### src/rtl/kabf_pkg.sv
// ----------------------------------------------------------------------------
// kabf_pkg
// Types, constants and helpers for the two-state angle/bias Kalman filter.
// ----------------------------------------------------------------------------
package kabf_pkg;

    localparam int FRAC_BITS_DEF  = 16;
    localparam int WORD_WIDTH_DEF = 32;
    localparam int CFG_W          = 23;
    localparam int CFG_IDX_W      = 2;

    localparam logic [CFG_IDX_W-1:0] CFG_ANGLE_NOISE = 2'd0;
    localparam logic [CFG_IDX_W-1:0] CFG_BIAS_NOISE  = 2'd1;
    localparam logic [CFG_IDX_W-1:0] CFG_MEAS_NOISE  = 2'd2;

    localparam logic [CFG_W-1:0] ANGLE_NOISE_RST = 23'd66;
    localparam logic [CFG_W-1:0] BIAS_NOISE_RST  = 23'd197;
    localparam logic [CFG_W-1:0] MEAS_NOISE_RST  = 23'd1966;

    typedef struct packed {
        logic signed [24:0] measured_angle;
        logic signed [27:0] measured_rate;
        logic        [15:0] time_step;
    } kabf_in_t;

    typedef struct packed {
        logic signed [31:0] filtered_angle;
        logic signed [31:0] rate_bias;
    } kabf_out_t;

    // datapath operations, one per controller step
    typedef enum logic [4:0] {
        OP_LOAD,      // latch inputs, dt, rate = rate_in - bias
        OP_PRED,      // t = dt*rate
        OP_PRED2,     // pred = angle + t ; d = dt*p11
        OP_P00A,      // t = d - p01 - p10 + qa
        OP_P00B,      // t = dt*t
        OP_P00C,      // p00 += t; p01 -= d; p10 -= d; t = qb*dt
        OP_P11,       // p11 += t; s = p00 + rn
        OP_DIV0,      // start k0 = p00/s
        OP_DIV1,      // start k1 = p10/s
        OP_Y,         // y = meas - pred
        OP_ANG,       // t = k0*y
        OP_ANG2,      // angle = pred + t; t = k1*y
        OP_BIAS,      // bias += t; t = k0*p00
        OP_C00,       // n00 = p00 - t; t = k0*p01
        OP_C01,       // n01 = p01 - t; t = k1*p00
        OP_C10,       // n10 = p10 - t; t = k1*p01
        OP_C11        // p11 -= t; commit covariance
    } kabf_op_t;

    typedef enum logic [2:0] {
        ST_IDLE,
        ST_RUN,
        ST_DIV_WAIT,
        ST_OUT
    } kabf_state_t;

    typedef struct packed {
        logic     op_valid;
        kabf_op_t op;
        logic     div_start;
        logic     out_load;
    } kabf_cmd_t;

    typedef struct packed {
        logic div_busy;
    } kabf_status_t;

endpackage

### src/rtl/kabf_ctrl.sv
// ----------------------------------------------------------------------------
// kabf_ctrl
// Sequencer: steps the datapath through one filter update per item.
// ----------------------------------------------------------------------------
module kabf_ctrl
    import kabf_pkg::*;
(
    input  logic         aclk,
    input  logic         aresetn,
    input  logic         s_valid,
    output logic         s_ready,
    output logic         m_valid,
    input  logic         m_ready,
    input  kabf_status_t status,
    output kabf_cmd_t    cmd
);
    kabf_state_t state_reg, state_next;
    kabf_op_t    op_reg, op_next;
    logic        m_valid_reg, m_valid_next;

    always_comb begin
        state_next   = state_reg;
        op_next      = op_reg;
        m_valid_next = m_valid_reg;
        if (m_valid_reg && m_ready) begin
            m_valid_next = 1'b0;
        end
        unique case (state_reg)
            ST_IDLE: begin
                if (s_valid) begin
                    state_next = ST_RUN;
                    op_next    = OP_PRED;
                end
            end
            ST_RUN: begin
                if (op_reg == OP_DIV0 || op_reg == OP_DIV1) begin
                    state_next = ST_DIV_WAIT;
                end else if (op_reg == OP_C11) begin
                    state_next = ST_OUT;
                end else begin
                    op_next = kabf_op_t'(op_reg + 1'b1);
                end
            end
            ST_DIV_WAIT: begin
                if (!status.div_busy) begin
                    state_next = ST_RUN;
                    op_next    = kabf_op_t'(op_reg + 1'b1);
                end
            end
            ST_OUT: begin
                if (!m_valid_reg || m_ready) begin
                    m_valid_next = 1'b1;
                    state_next   = ST_IDLE;
                end
            end
            default: state_next = ST_IDLE;
        endcase
    end

    always_comb begin
        cmd           = '0;
        cmd.op        = op_reg;
        s_ready       = 1'b0;
        unique case (state_reg)
            ST_IDLE: begin
                s_ready      = 1'b1;
                cmd.op       = OP_LOAD;
                cmd.op_valid = s_valid;
            end
            ST_RUN: begin
                cmd.op_valid  = 1'b1;
                cmd.div_start = (op_reg == OP_DIV0 || op_reg == OP_DIV1);
            end
            ST_DIV_WAIT: ;
            ST_OUT: cmd.out_load = (!m_valid_reg || m_ready);
            default: ;
        endcase
    end

    always_ff @(posedge aclk) begin
        if (!aresetn) begin
            state_reg   <= ST_IDLE;
            op_reg      <= OP_LOAD;
            m_valid_reg <= 1'b0;
        end else begin
            state_reg   <= state_next;
            op_reg      <= op_next;
            m_valid_reg <= m_valid_next;
        end
    end

    assign m_valid = m_valid_reg;
endmodule

### config.mk
export PLATFORM = sky130hd
export DESIGN_NAME = kabf_ctrl
export DESIGN_NICKNAME = d
export VERILOG_FILES = /design/src/rtl/kabf_pkg.sv /design/src/rtl/kabf_ctrl.sv
export SDC_FILE = /design/constraint.sdc
export NUM_CORES = 1
export LEC_CHECK = 0
export ABC_AREA = 0
export BUFFER_PORTS_ARGS = -buffer_cell sky130_fd_sc_hd__buf_2
export CORE_MARGIN = 2
export CORE_UTILIZATION = 35
export CTS_BUF_LIST = sky130_fd_sc_hd__clkbuf_16
export CTS_CLUSTER_DIAMETER = 200
export DETAILED_ROUTE_END_ITERATION = 12
export GPL_TIMING_DRIVEN = 0
export HOLD_SLACK_MARGIN = 0.08
export SYNTH_ARGS = -nofsm -noshare
export SYNTH_HDL_FRONTEND = slang
export SYNTH_SLANG_ARGS = --single-unit
### constraint.sdc
create_clock -name aclk -period 1.7 [get_ports aclk]
set_clock_uncertainty 0.05 [all_clocks]
set_input_delay 0.34 -clock aclk [delete_from_list [all_inputs] [get_ports aclk]]
set_output_delay 0.34 -clock aclk [all_outputs]
set_load 0.03 [all_outputs]
# Yosys cells after proc, flatten, opt, wreduce, memory -nomap -nowiden
# Index checks and enable logic that the tools add are counted.
# totals
register_bits	9
latchBits	0
ram_bits	0
romBits	0
output_inout_bits	10
memories	0
# op_classes
n_addsub	1
n_mul	0
div_mod_pow	0
order_cmp	0
n_eq_ne	12
shifts	0
mux	19
bitwise_logic	0
reduce_logical	8
# op_table
cell	count
5-bit 2-to-1 mux	5
3-bit 2-to-1 mux	5
5-bit one-hot mux with 3 select lines	1
3-bit one-hot mux with 4 select lines	1
2-bit != test (second input constant)	5
3-bit by 2-bit == test with 1-bit output (second input constant)	2
1-bit 2-to-1 mux	6
5-bit by 1-bit adder with 5-bit output (second input constant)	1
5-bit by 3-bit == test with 1-bit output (second input constant)	1
5-bit by 4-bit == test with 1-bit output (second input constant)	1
5-bit == test (second input constant)	1
5-bit AND reduction	1
4-bit AND reduction	1
3-bit by 1-bit == test with 1-bit output (second input constant)	1
3-bit logical NOT	1
3-bit != test (second input constant)	1
3-bit nonzero test	1
1-bit logical OR	2
1-bit one-hot mux with 2 select lines	1
1-bit logical AND	1
1-bit logical NOT	1

# Longest topological paths before layout
# Gate-level depths: netlist of run 1.
# logic_depth
depth_word	4
mapped_depth	6
ltp_nobuf	6

# Least setup slack after synthesis of run 1
# No wires, ideal clock.
# synth_timing
path_type	register -> register
start	register state_reg[0]
end	register state_reg[0]
setup_ns	0.121
t_arrival_ns	1.748
slack_ns	-0.219
stages_incl_launch_ff	7
path_buffers	0
cell_sequence	dfxtp_1 inv_1 ha_1 nor2b_1 a211o_1 a31oi_1 mux2_2
# synth_via
elab_chain_len	3
# synth_lines
item	line_no	text
from (decl)	kabf_ctrl.sv:17	kabf_state_t state_reg, state_next;
from (signal assigned)	kabf_ctrl.sv:86	state_reg <= state_next;
3-bit by 1-bit == test with 1-bit output (tied with other cells)	kabf_ctrl.sv:28	unique case (state_reg)
3-bit != test (no source line) / 2-bit != test (equally long branches)	n/a	
4-bit AND reduction (no source line)	n/a	
# Parallel ways exist; a longest one is shown, timed or not.
# A chain may end at the register's enable or synchronous reset.

==> impl_metrics.toml, run 1 <==
[critical_path]
crit_chain = "inv_4 -> ha_4 -> nand3b_1 -> a21o_1 -> nor2_1 -> buf_4"
criticalPathCategory = "reg2out"
crit_fanout = 3
cp.required_ns = 1.31
cp_top_family = "flip-flops"
crit_path_end_kind = "output port"
cp_num_buf_inv = 2
cpPeakStageDelay_ns = 0.35
critPathSlowestCell = "dfxtp_4"
crit_path_start_kind = "flip-flop"
worstPathArrival_ns = 1.29

[global_route]
antenna_found_initial = 0
grt_pass1_wl_um = 2370
grt_pass1_vias = 572
track_usage = 0.159
grt_max_degree = 11
overflow = 0

[sta]
setup_viol = 0
worstMarginPinSlew_ns = 0.317
layout_setup_ws_ns = 0.0228
hold_slack_ns = 0.359
setup_tns_ns = 0
min_period_ns = 1.68
relSlewSlack = 0.788
slew_viol_final = 0
fin_crit_sh = 0.987
hold_viol_final = 0
fmax_mhz = 596
rsz0062_at_grt = "yes"

[synth]
synth.distinct_cells = 29
ys_seq_area_frac = 0.248
synth-main-ff-cell = "dfxtp_1"
synth.avg_cell_area_um2 = 8.84
async_flop_share = 0
syn-cell-area_um2 = 646
synth.largest_area_cell = "dfxtp_1"
synth_top_area_share = 0.248
ys_ff_latch = 8
synth_edf_count = 0
synth_cells = 73
ys_warn_count = 0
syn_nets = 85
netlist_top_cells_area = "dfxtp_1, ha_1, nor2b_1"

[detailed_routing]
vias = 656
drt_iter0_markers = 8
drc = 0
wirelength_um = 1560
ant_nets = 0
drt_pass1_iterations = 4
viasPerCell = 5.25
avgRoutedWirePerCell_um = 12.4

[pwr]
p_sw_frac = 0.358
power_leakage_nw = 0.423
p_sw_mw = 0.425
intPower_mw = 0.762
power_density_nw_per_um2 = 1180
power_frac_seq = 0.203
comb_power_share = 0.459
p_clk_frac = 0.338
irDropWorstVdd_mv = 0.712

[final_layout]
layout.nets = 114
fin_util = 0.582
diodes = 0
drive_gt1_frac = 0.500
fillCellCount = 156
largest_reg_flops = 5
syn2layout_area_growth_pct = 55.6

[floorplan]
dieHeight_um = 47.0
std_cell_rows = 15
die-width_um = 47.0
fp.dieArea_um2 = 2200
start_util = 0.374
io_pins = 15
core_um2 = 1730

[placement]
dpl.hpwl_um = 1050
place_ws_ns = -0.119
routabilityCongestion = 0.803
io_buffers = 14

[cts]
clockBufferDepth = 2
clk_pin_slew_ns = 0.04
numClockSinks = 8
cts_tree = "built"
cts_buffers = 3
cts_root_buffer = "clkbuf_16"
cts_hold_buf = 0
cts-htree-levels = 1
clk_latency_ns = 0.24

[hold_path]
holdCritPathClass = "in2reg"

[run_status]
outcome = "finished, final reports clean"

[job]
max_cap_viol_count = 0
==> power groups by stage <==
stage,clock (mW),combinational [mW],sequential (mW)
after floorplan,0,0.349,0.236
final,0.401,0.545,0.241
after global routing,0.414,0.595,0.245
after global placement,0,0.432,0.241
after detailed placement,0,0.435,0.240
after CTS,0.405,0.533,0.236
==> cells in the final DEF (no fill, tap or decap), types with 2 or more instances in the layout <==
master and instances:
buf_2 10, buf_4 14, a21oi_1 3, inv_2 2
nor2_1 6, dfxtp_1 4, nand3_1 5, inv_4 3
nand4bb_1 2, a32o_1 3, ha_1 2, dfxtp_4 3
nand3b_1 2, nor2b_1 6, a21o_1 2, nand2_1 4
clkbuf_16 3, ha_4 4, nor3_1 2
==> synthesized netlist by cell type (all sizes together), types with 3 or more instances <==
cell type and instances:
nand3 5, nand4bb 3, nor2b 7, nor3 3, a21oi 3, inv 6
dfxtp 8, a32o 3, ha 7, nor2 6, nand2 4
==> logic make-up after synthesis <==
group,share of synthesized area
AOI/OAI and AO/OA,0.192
DFF,0.248
buffers and inverters,0.0523
adders and majority gates,0.136
and+or+nand+nor,0.355
muxes,0.0174
==> path summary, 6_finish.rpt <==
path	endpoint	cells after the start	start	slack, ns
setup reg to reg	state_reg[0]$_SDFFE_PN0P_	6	state_reg[0]$_SDFFE_PN0P_	0.03
hold reg to reg	state_reg[1]$_SDFFE_PN0P_	1	state_reg[1]$_SDFFE_PN0P_	0.53
setup / recovery	cmd[1]	6	op_reg[1]$_SDFFE_PN0P_	0.02
hold / removal	state_reg[1]$_SDFFE_PN0P_	2	aresetn	0.36
==> metrics by stage <==
stage | area [µm²] | power (mW) | instances
3_3_place_gp | 762 | 0.673 | 112
5_1_grt | 1000 | 1.25 | 125
6_report | 1000 | 1.19 | 125
2_1_floorplan | 661 | 0.585 | 73
3_5_place_dp | 762 | 0.675 | 112
4_1_cts | 951 | 1.17 | 123
==> metal layers <==
layer,GRT usage,vias up,routed length [µm]
met5,0,-,0
met4,0.117,0,39
met3,0.0231,5,78
met2,0.260,20,735
met1,0.187,308,701
li1,-,323,-
==> timing repair <==
action / CTS / global route
setup endpoints to repair: 6 / 8
resized for setup: 17 / 14
buffers inserted: 8 / 2
pin swaps: 4 / 6
==> area by class of cell <==
class,instances,area (µm²),area share
plain buffers,1,11.3,0.0112
clock buffers,3,75.1,0.0747
inverters,6,30.0,0.0299
multi-input cells,58,529,0.527
flip-flops and latches,8,173,0.172
well taps,25,31.3,0.0311
repair buffers,24,155,0.154
Note: power is estimated with default switching activity, not from simulation.
==> run 2: changes to the inputs <==
--- a/config.mk
+++ b/config.mk
@@ -7,13 +7,15 @@
 export LEC_CHECK = 0
 export ABC_AREA = 0
 export BUFFER_PORTS_ARGS = -buffer_cell sky130_fd_sc_hd__buf_2
+export CELL_PAD_IN_SITES_DETAIL_PLACEMENT = 1
+export CELL_PAD_IN_SITES_GLOBAL_PLACEMENT = 1
 export CORE_MARGIN = 2
-export CORE_UTILIZATION = 35
-export CTS_BUF_LIST = sky130_fd_sc_hd__clkbuf_16
+export CORE_UTILIZATION = 34
 export CTS_CLUSTER_DIAMETER = 200
 export DETAILED_ROUTE_END_ITERATION = 12
 export GPL_TIMING_DRIVEN = 0
 export HOLD_SLACK_MARGIN = 0.08
+export PLACE_DENSITY_LB_ADDON = 0.1
 export SYNTH_ARGS = -nofsm -noshare
 export SYNTH_HDL_FRONTEND = slang
 export SYNTH_SLANG_ARGS = --single-unit
==> run 2 against run 1 <==
Against the previous run: the flow now finishes with violations (negative setup slack); fmax decreased by 3.1%; critical path type is now reg2reg; wire length increased by 17%; largest cell class unchanged; cell count increased by 1.6%; die area increased by 2.7%; register-to-register slack got worse by 0.06 ns; sequential cell count unchanged; count of clock-buffer cells in the layout unchanged; sequential share of layout area increased by 0.24 points; power decreased by 17%; hold slack got worse by 0.021 ns; via count unchanged.
==> impl_metrics.toml, run 2 (synthesis gave the netlist of run 1 again) <==
[pwr]
power_density_nw_per_um2 = 995
p_clk_frac = 0.147
p_sw_frac = 0.427
intPower_mw = 0.565
p_sw_mw = 0.421
power_frac_seq = 0.243
irDropWorstVdd_mv = 0.587
power_leakage_nw = 0.411
comb_power_share = 0.609

[detailed_routing]
vias = 656
drt_iter0_markers = 11
wirelength_um = 1820
drc = 0
ant_nets = 0
avgRoutedWirePerCell_um = 14.4
drt_pass1_iterations = 2
viasPerCell = 5.17

[final_layout]
multi_input_area_um2 = 536
largest_reg_flops = 5
final-seq-area_um2 = 173
most-common-layout-cells = "buf_4, buf_2, nor2_1"
layout.nets = 116
diodes = 0
layout.cells.non_filler = 127
final_common_cell = "buf_4"
syn2layout_area_growth_pct = 53.5
fin_util = 0.562
fillCellCount = 219
drive_gt1_frac = 0.520

[critical_path]
crit_chain = "inv_4 -> ha_4 -> and2_4 -> a211o_1 -> a31oi_1 -> mux2_2"
criticalPathCategory = "reg2reg"
cpPeakStageDelay_ns = 0.38
r2r_end = "state_reg[0]$_SDFFE_PN0P_"
reg2reg_slack_ns = -0.03
crit_fanout = 3
reg2reg_from = "state_reg[0]$_SDFFE_PN0P_"
crit_path_end_kind = "flip-flop"
cp_top_family = "compound AO/OA/AOI/OAI gates"
worstPathArrival_ns = 1.82
reg2regPathDepth = 6
critPathSlowestCell = "mux2_2"
cp_num_buf_inv = 1
cp.required_ns = 1.79
crit_path_start_kind = "flip-flop"

[floorplan]
std_cell_rows = 15
fp.dieArea_um2 = 2260
core_um2 = 1760
dieHeight_um = 47.6
die-width_um = 47.6
io_pins = 15
start_util = 0.366

[cts]
numClockSinks = 8
clk_pin_slew_ns = 0.06
clockBufferDepth = 2
clk_latency_ns = 0.26
cts-htree-levels = 1
cts_buffers = 3
cts_tree = "built"
cts_root_buffer = "clkbuf_4"

[hold_path]
min_path_cells = 2
holdCritPathClass = "in2reg"
worstHoldEndpoint = "state_reg[1]$_SDFFE_PN0P_"
min_from = "aresetn"

[sta]
rsz0062_at_grt = "yes"
fmax_mhz = 578
fin_crit_sh = 1.02
min_period_ns = 1.73
hold_viol_final = 0
setup_viol = 2
layout_setup_ws_ns = -0.0314
relSlewSlack = 0.763
worstMarginPinSlew_ns = 0.354
slew_viol_final = 0

[global_route]
use_met3 = 0.0113
use_met1 = 0.241
track_usage = 0.177
antenna_found_initial = 0
grt_pass1_wl_um = 2770
grt.busiest_layer = "met2"
overflow = 0
grt_pass1_vias = 625
use_met2 = 0.278
grt_max_degree = 11

[placement]
dpl.hpwl_um = 1160
routabilityCongestion = 0.763
io_buffers = 14
place_inst = 112

[run_status]
outcome = "finished with violations"
violations = "negative setup slack"

[job]
max_cap_viol_count = 0
run 2: changes by cell type in the layout (fill, tap and decap cells not counted), sizes merged:
cell / before / now
buf: 25 / 27
run 2: cell type report:
cell class | instances | share of cell area
inverter | 6 | 0.0328
tap | 25 | 0.0316
clock buffer | 3 | 0.0227
timing repair buffer | 26 | 0.187
sequential | 8 | 0.174
buffer | 1 | 0.0114
multi-input combinational | 58 | 0.540
run 2: metrics by stage:
| step | instance area, µm² | setup TNS, ns | hold WS, ns | total power [mW] | setup slack [ns] |
|---|---|---|---|---|---|
| finish | 991 | -0.0541 | 0.338 | 0.986 | -0.0314 |
| global route | 991 | -0.278 | 0.352 | 1.06 | -0.0894 |
| CTS | 898 | -0.0577 | 0.334 | 0.931 | -0.0577 |
| detailed placement | 762 | -0.405 | 0.482 | 0.684 | -0.123 |
| global placement | 762 | -0.441 | 0.487 | 0.678 | -0.0970 |
| floorplan | 661 | 0 | 0.424 | 0.585 | 0.00508 |
run 2: worst max-delay path by stage:
| stage | end | depth (start not counted) | startpoint |
|---|---|---|---|
| 6_report | state_reg[0]$_SDFFE_PN0P_ | 6 | state_reg[0]$_SDFFE_PN0P_ |
| 5_1_grt | cmd[1] | 4 | op_reg[3]$_SDFFE_PN0P_ |
| 4_1_cts | cmd[1] | 6 | op_reg[1]$_SDFFE_PN0P_ |
| 3_5_place_dp | state_reg[0]$_SDFFE_PN0P_ | 6 | state_reg[0]$_SDFFE_PN0P_ |
| 3_3_place_gp | state_reg[0]$_SDFFE_PN0P_ | 6 | state_reg[0]$_SDFFE_PN0P_ |
| 2_1_floorplan | cmd[1] | 5 | op_reg[0]$_SDFFE_PN0P_ |
run 2: repair_timing:
action                     in CTS  in global routing
buffers inserted                8                  4
hold buffers                    0                  0
setup endpoints to repair       6                 13
pin swaps                       5                  8
gates resized for setup        17                 24
run 2: per-layer routing:
layer,up-vias,routed length (µm)
met5,-,0
met4,0,27
met3,2,36
met2,12,916
met1,315,843
li1,327,-
run 2: power groups by stage:
stage / combinational [mW] / clock, mW / sequential (mW)
2_1_floorplan: 0.349 / 0 / 0.236
3_3_place_gp: 0.437 / 0 / 0.241
3_5_place_dp: 0.443 / 0 / 0.241
4_1_cts: 0.539 / 0.157 / 0.236
5_1_grt: 0.655 / 0.162 / 0.245
6_report: 0.601 / 0.145 / 0.240
==> run 3: changes to the inputs <==
--- a/config.mk
+++ b/config.mk
@@ -16,6 +16,7 @@
 export GPL_TIMING_DRIVEN = 0
 export HOLD_SLACK_MARGIN = 0.08
 export PLACE_DENSITY_LB_ADDON = 0.1
+export SKIP_LAST_GASP = 1
 export SYNTH_ARGS = -nofsm -noshare
 export SYNTH_HDL_FRONTEND = slang
 export SYNTH_SLANG_ARGS = --single-unit
==> run 3 against run 2 <==
Against the previous run: the flow still finishes with violations (negative setup slack); fmax rose by 0.13%; global-route usage did not move; wire length fell by 2.5%; register-to-register slack barely moved; die area did not move; worst setup slack improved by 0.0023 ns; non-clock buffer count did not move; cell count did not move; count of clock-buffer cells in the layout did not move; first-iteration DRC count fell by 27%; power fell by 0.15%; sequential cell count did not move; largest power group unchanged.
==> impl_metrics.toml, run 3 (synthesis gave the netlist of run 1 again) <==
[run_status]
outcome = "finished with violations"
violations = "negative setup slack"

[floorplan]
core_um2 = 1760
dieHeight_um = 47.6
io_pins = 15
std_cell_rows = 15
fp.dieArea_um2 = 2260
die-width_um = 47.6
start_util = 0.366

[hold_path]
holdCritPathClass = "in2reg"

[global_route]
grt_max_degree = 11
grt_pass1_wl_um = 2770
track_usage = 0.177
antenna_found_initial = 0
overflow = 0
grt_pass1_vias = 625

[detailed_routing]
wirelength_um = 1780
vias = 649
ant_nets = 0
drt_pass1_iterations = 2
viasPerCell = 5.11
drt_iter0_markers = 8
drc = 0
avgRoutedWirePerCell_um = 14.0

[cts]
clk_pin_slew_ns = 0.06
cts-htree-levels = 1
clk_latency_ns = 0.26
cts_buffers = 3
cts_root_buffer = "clkbuf_4"
clockBufferDepth = 2
cts_tree = "built"
numClockSinks = 8

[final_layout]
most-common-layout-cells = "buf_4, buf_2, nor2_1"
layout.nets = 116
final_common_cell = "buf_4"
layout.cells.non_filler = 127
diodes = 0
syn2layout_area_growth_pct = 51.9
largest_reg_flops = 5
drive_gt1_frac = 0.520
fillCellCount = 221

[critical_path]
cp.required_ns = 1.31
worstPathArrival_ns = 1.34
crit_fanout = 3
criticalPathCategory = "reg2out"
crit_path_start_kind = "flip-flop"
crit_path_end_kind = "output port"

[sta]
relSlewSlack = 0.756
fmax_mhz = 578
slew_viol_final = 0
worstMarginPinSlew_ns = 0.364
hold_viol_final = 0
min_period_ns = 1.73
fin_crit_sh = 1.02
setup_viol = 2
rsz0062_at_grt = "yes"
layout_setup_ws_ns = -0.0292

[placement]
dpl.hpwl_um = 1160
io_buffers = 14
place_inst = 112
routabilityCongestion = 0.763
place_ws_ns = -0.123

[pwr]
power_mw = 0.985
irDropWorstVdd_mv = 0.567
power_leakage_nw = 0.410
power_density_nw_per_um2 = 1000

[job]
max_cap_viol_count = 0
## run 3: final timing paths
| check | to | from | depth (start not counted) | slack [ns] |
|---|---|---|---|---|
| worst max-delay path | cmd[1] | op_reg[0]$_SDFFE_PN0P_ | 6 | -0.03 |
| worst min-delay path | state_reg[1]$_SDFFE_PN0P_ | aresetn | 2 | 0.34 |
| worst max register to register | state_reg[0]$_SDFFE_PN0P_ | state_reg[0]$_SDFFE_PN0P_ | 6 | -0.03 |
| worst min register to register | op_reg[0]$_SDFFE_PN0P_ | op_reg[0]$_SDFFE_PN0P_ | 2 | 0.53 |
## run 3: power breakdown
| part | internal (mW) | switching (mW) | leakage (nW) | total, mW |
|---|---|---|---|---|
| Combinational | 0.271 | 0.325 | 0.329 | 0.596 |
| Clock | 0.0810 | 0.0679 | 0.0138 | 0.149 |
| Sequential | 0.213 | 0.0263 | 0.0674 | 0.240 |
| Total | 0.566 | 0.419 | 0.410 | 0.985 |
## run 3: final cells by class
| type | count | area [µm²] | share of cell area |
|---|---|---|---|
| multi-input combinational | 58 | 526 | 0.536 |
| buffer | 1 | 11.3 | 0.0115 |
| sequential | 8 | 173 | 0.176 |
| clock buffer | 3 | 22.5 | 0.0230 |
| tap | 25 | 31.3 | 0.0319 |
| inverter | 6 | 32.5 | 0.0332 |
| timing repair buffer | 26 | 185 | 0.189 |
## run 3: timing repair
action                     CTS  global route
gates cloned                 0             0
setup buffers                8             4
resized for setup           17            23
pin swaps                    5             7
setup endpoints to repair    6            13
hold buffers                 0             0
## run 3: per-layer routing
metal	up-vias	track usage	part of all wire
met5	-	0	0
met4	0	0.0973	0.015
met3	2	0.0113	0.022
met2	14	0.278	0.49
met1	308	0.241	0.47
li1	325	-	-
## run 3: worst max-delay path: stages, from the launching register on
cell and delay, ns:
dfxtp_4 0.36, inv_4 0.06, ha_4 0.13, nand3b_1 0.08, a21o_1 0.19, nor2_1 0.10, buf_4 0.17
## run 3: metrics by stage
| step | setup TNS [ns] | util | hold slack, ns | instance area [µm²] |
|---|---|---|---|---|
| finish | -0.0577 | 0.556 | 0.337 | 981 |
| global placement | -0.441 | 0.432 | 0.487 | 762 |
| global route | -0.269 | 0.556 | 0.351 | 981 |
| floorplan | 0 | - | 0.424 | 661 |
| detailed placement | -0.405 | 0.432 | 0.482 | 762 |
| CTS | -0.0577 | 0.509 | 0.334 | 898 |
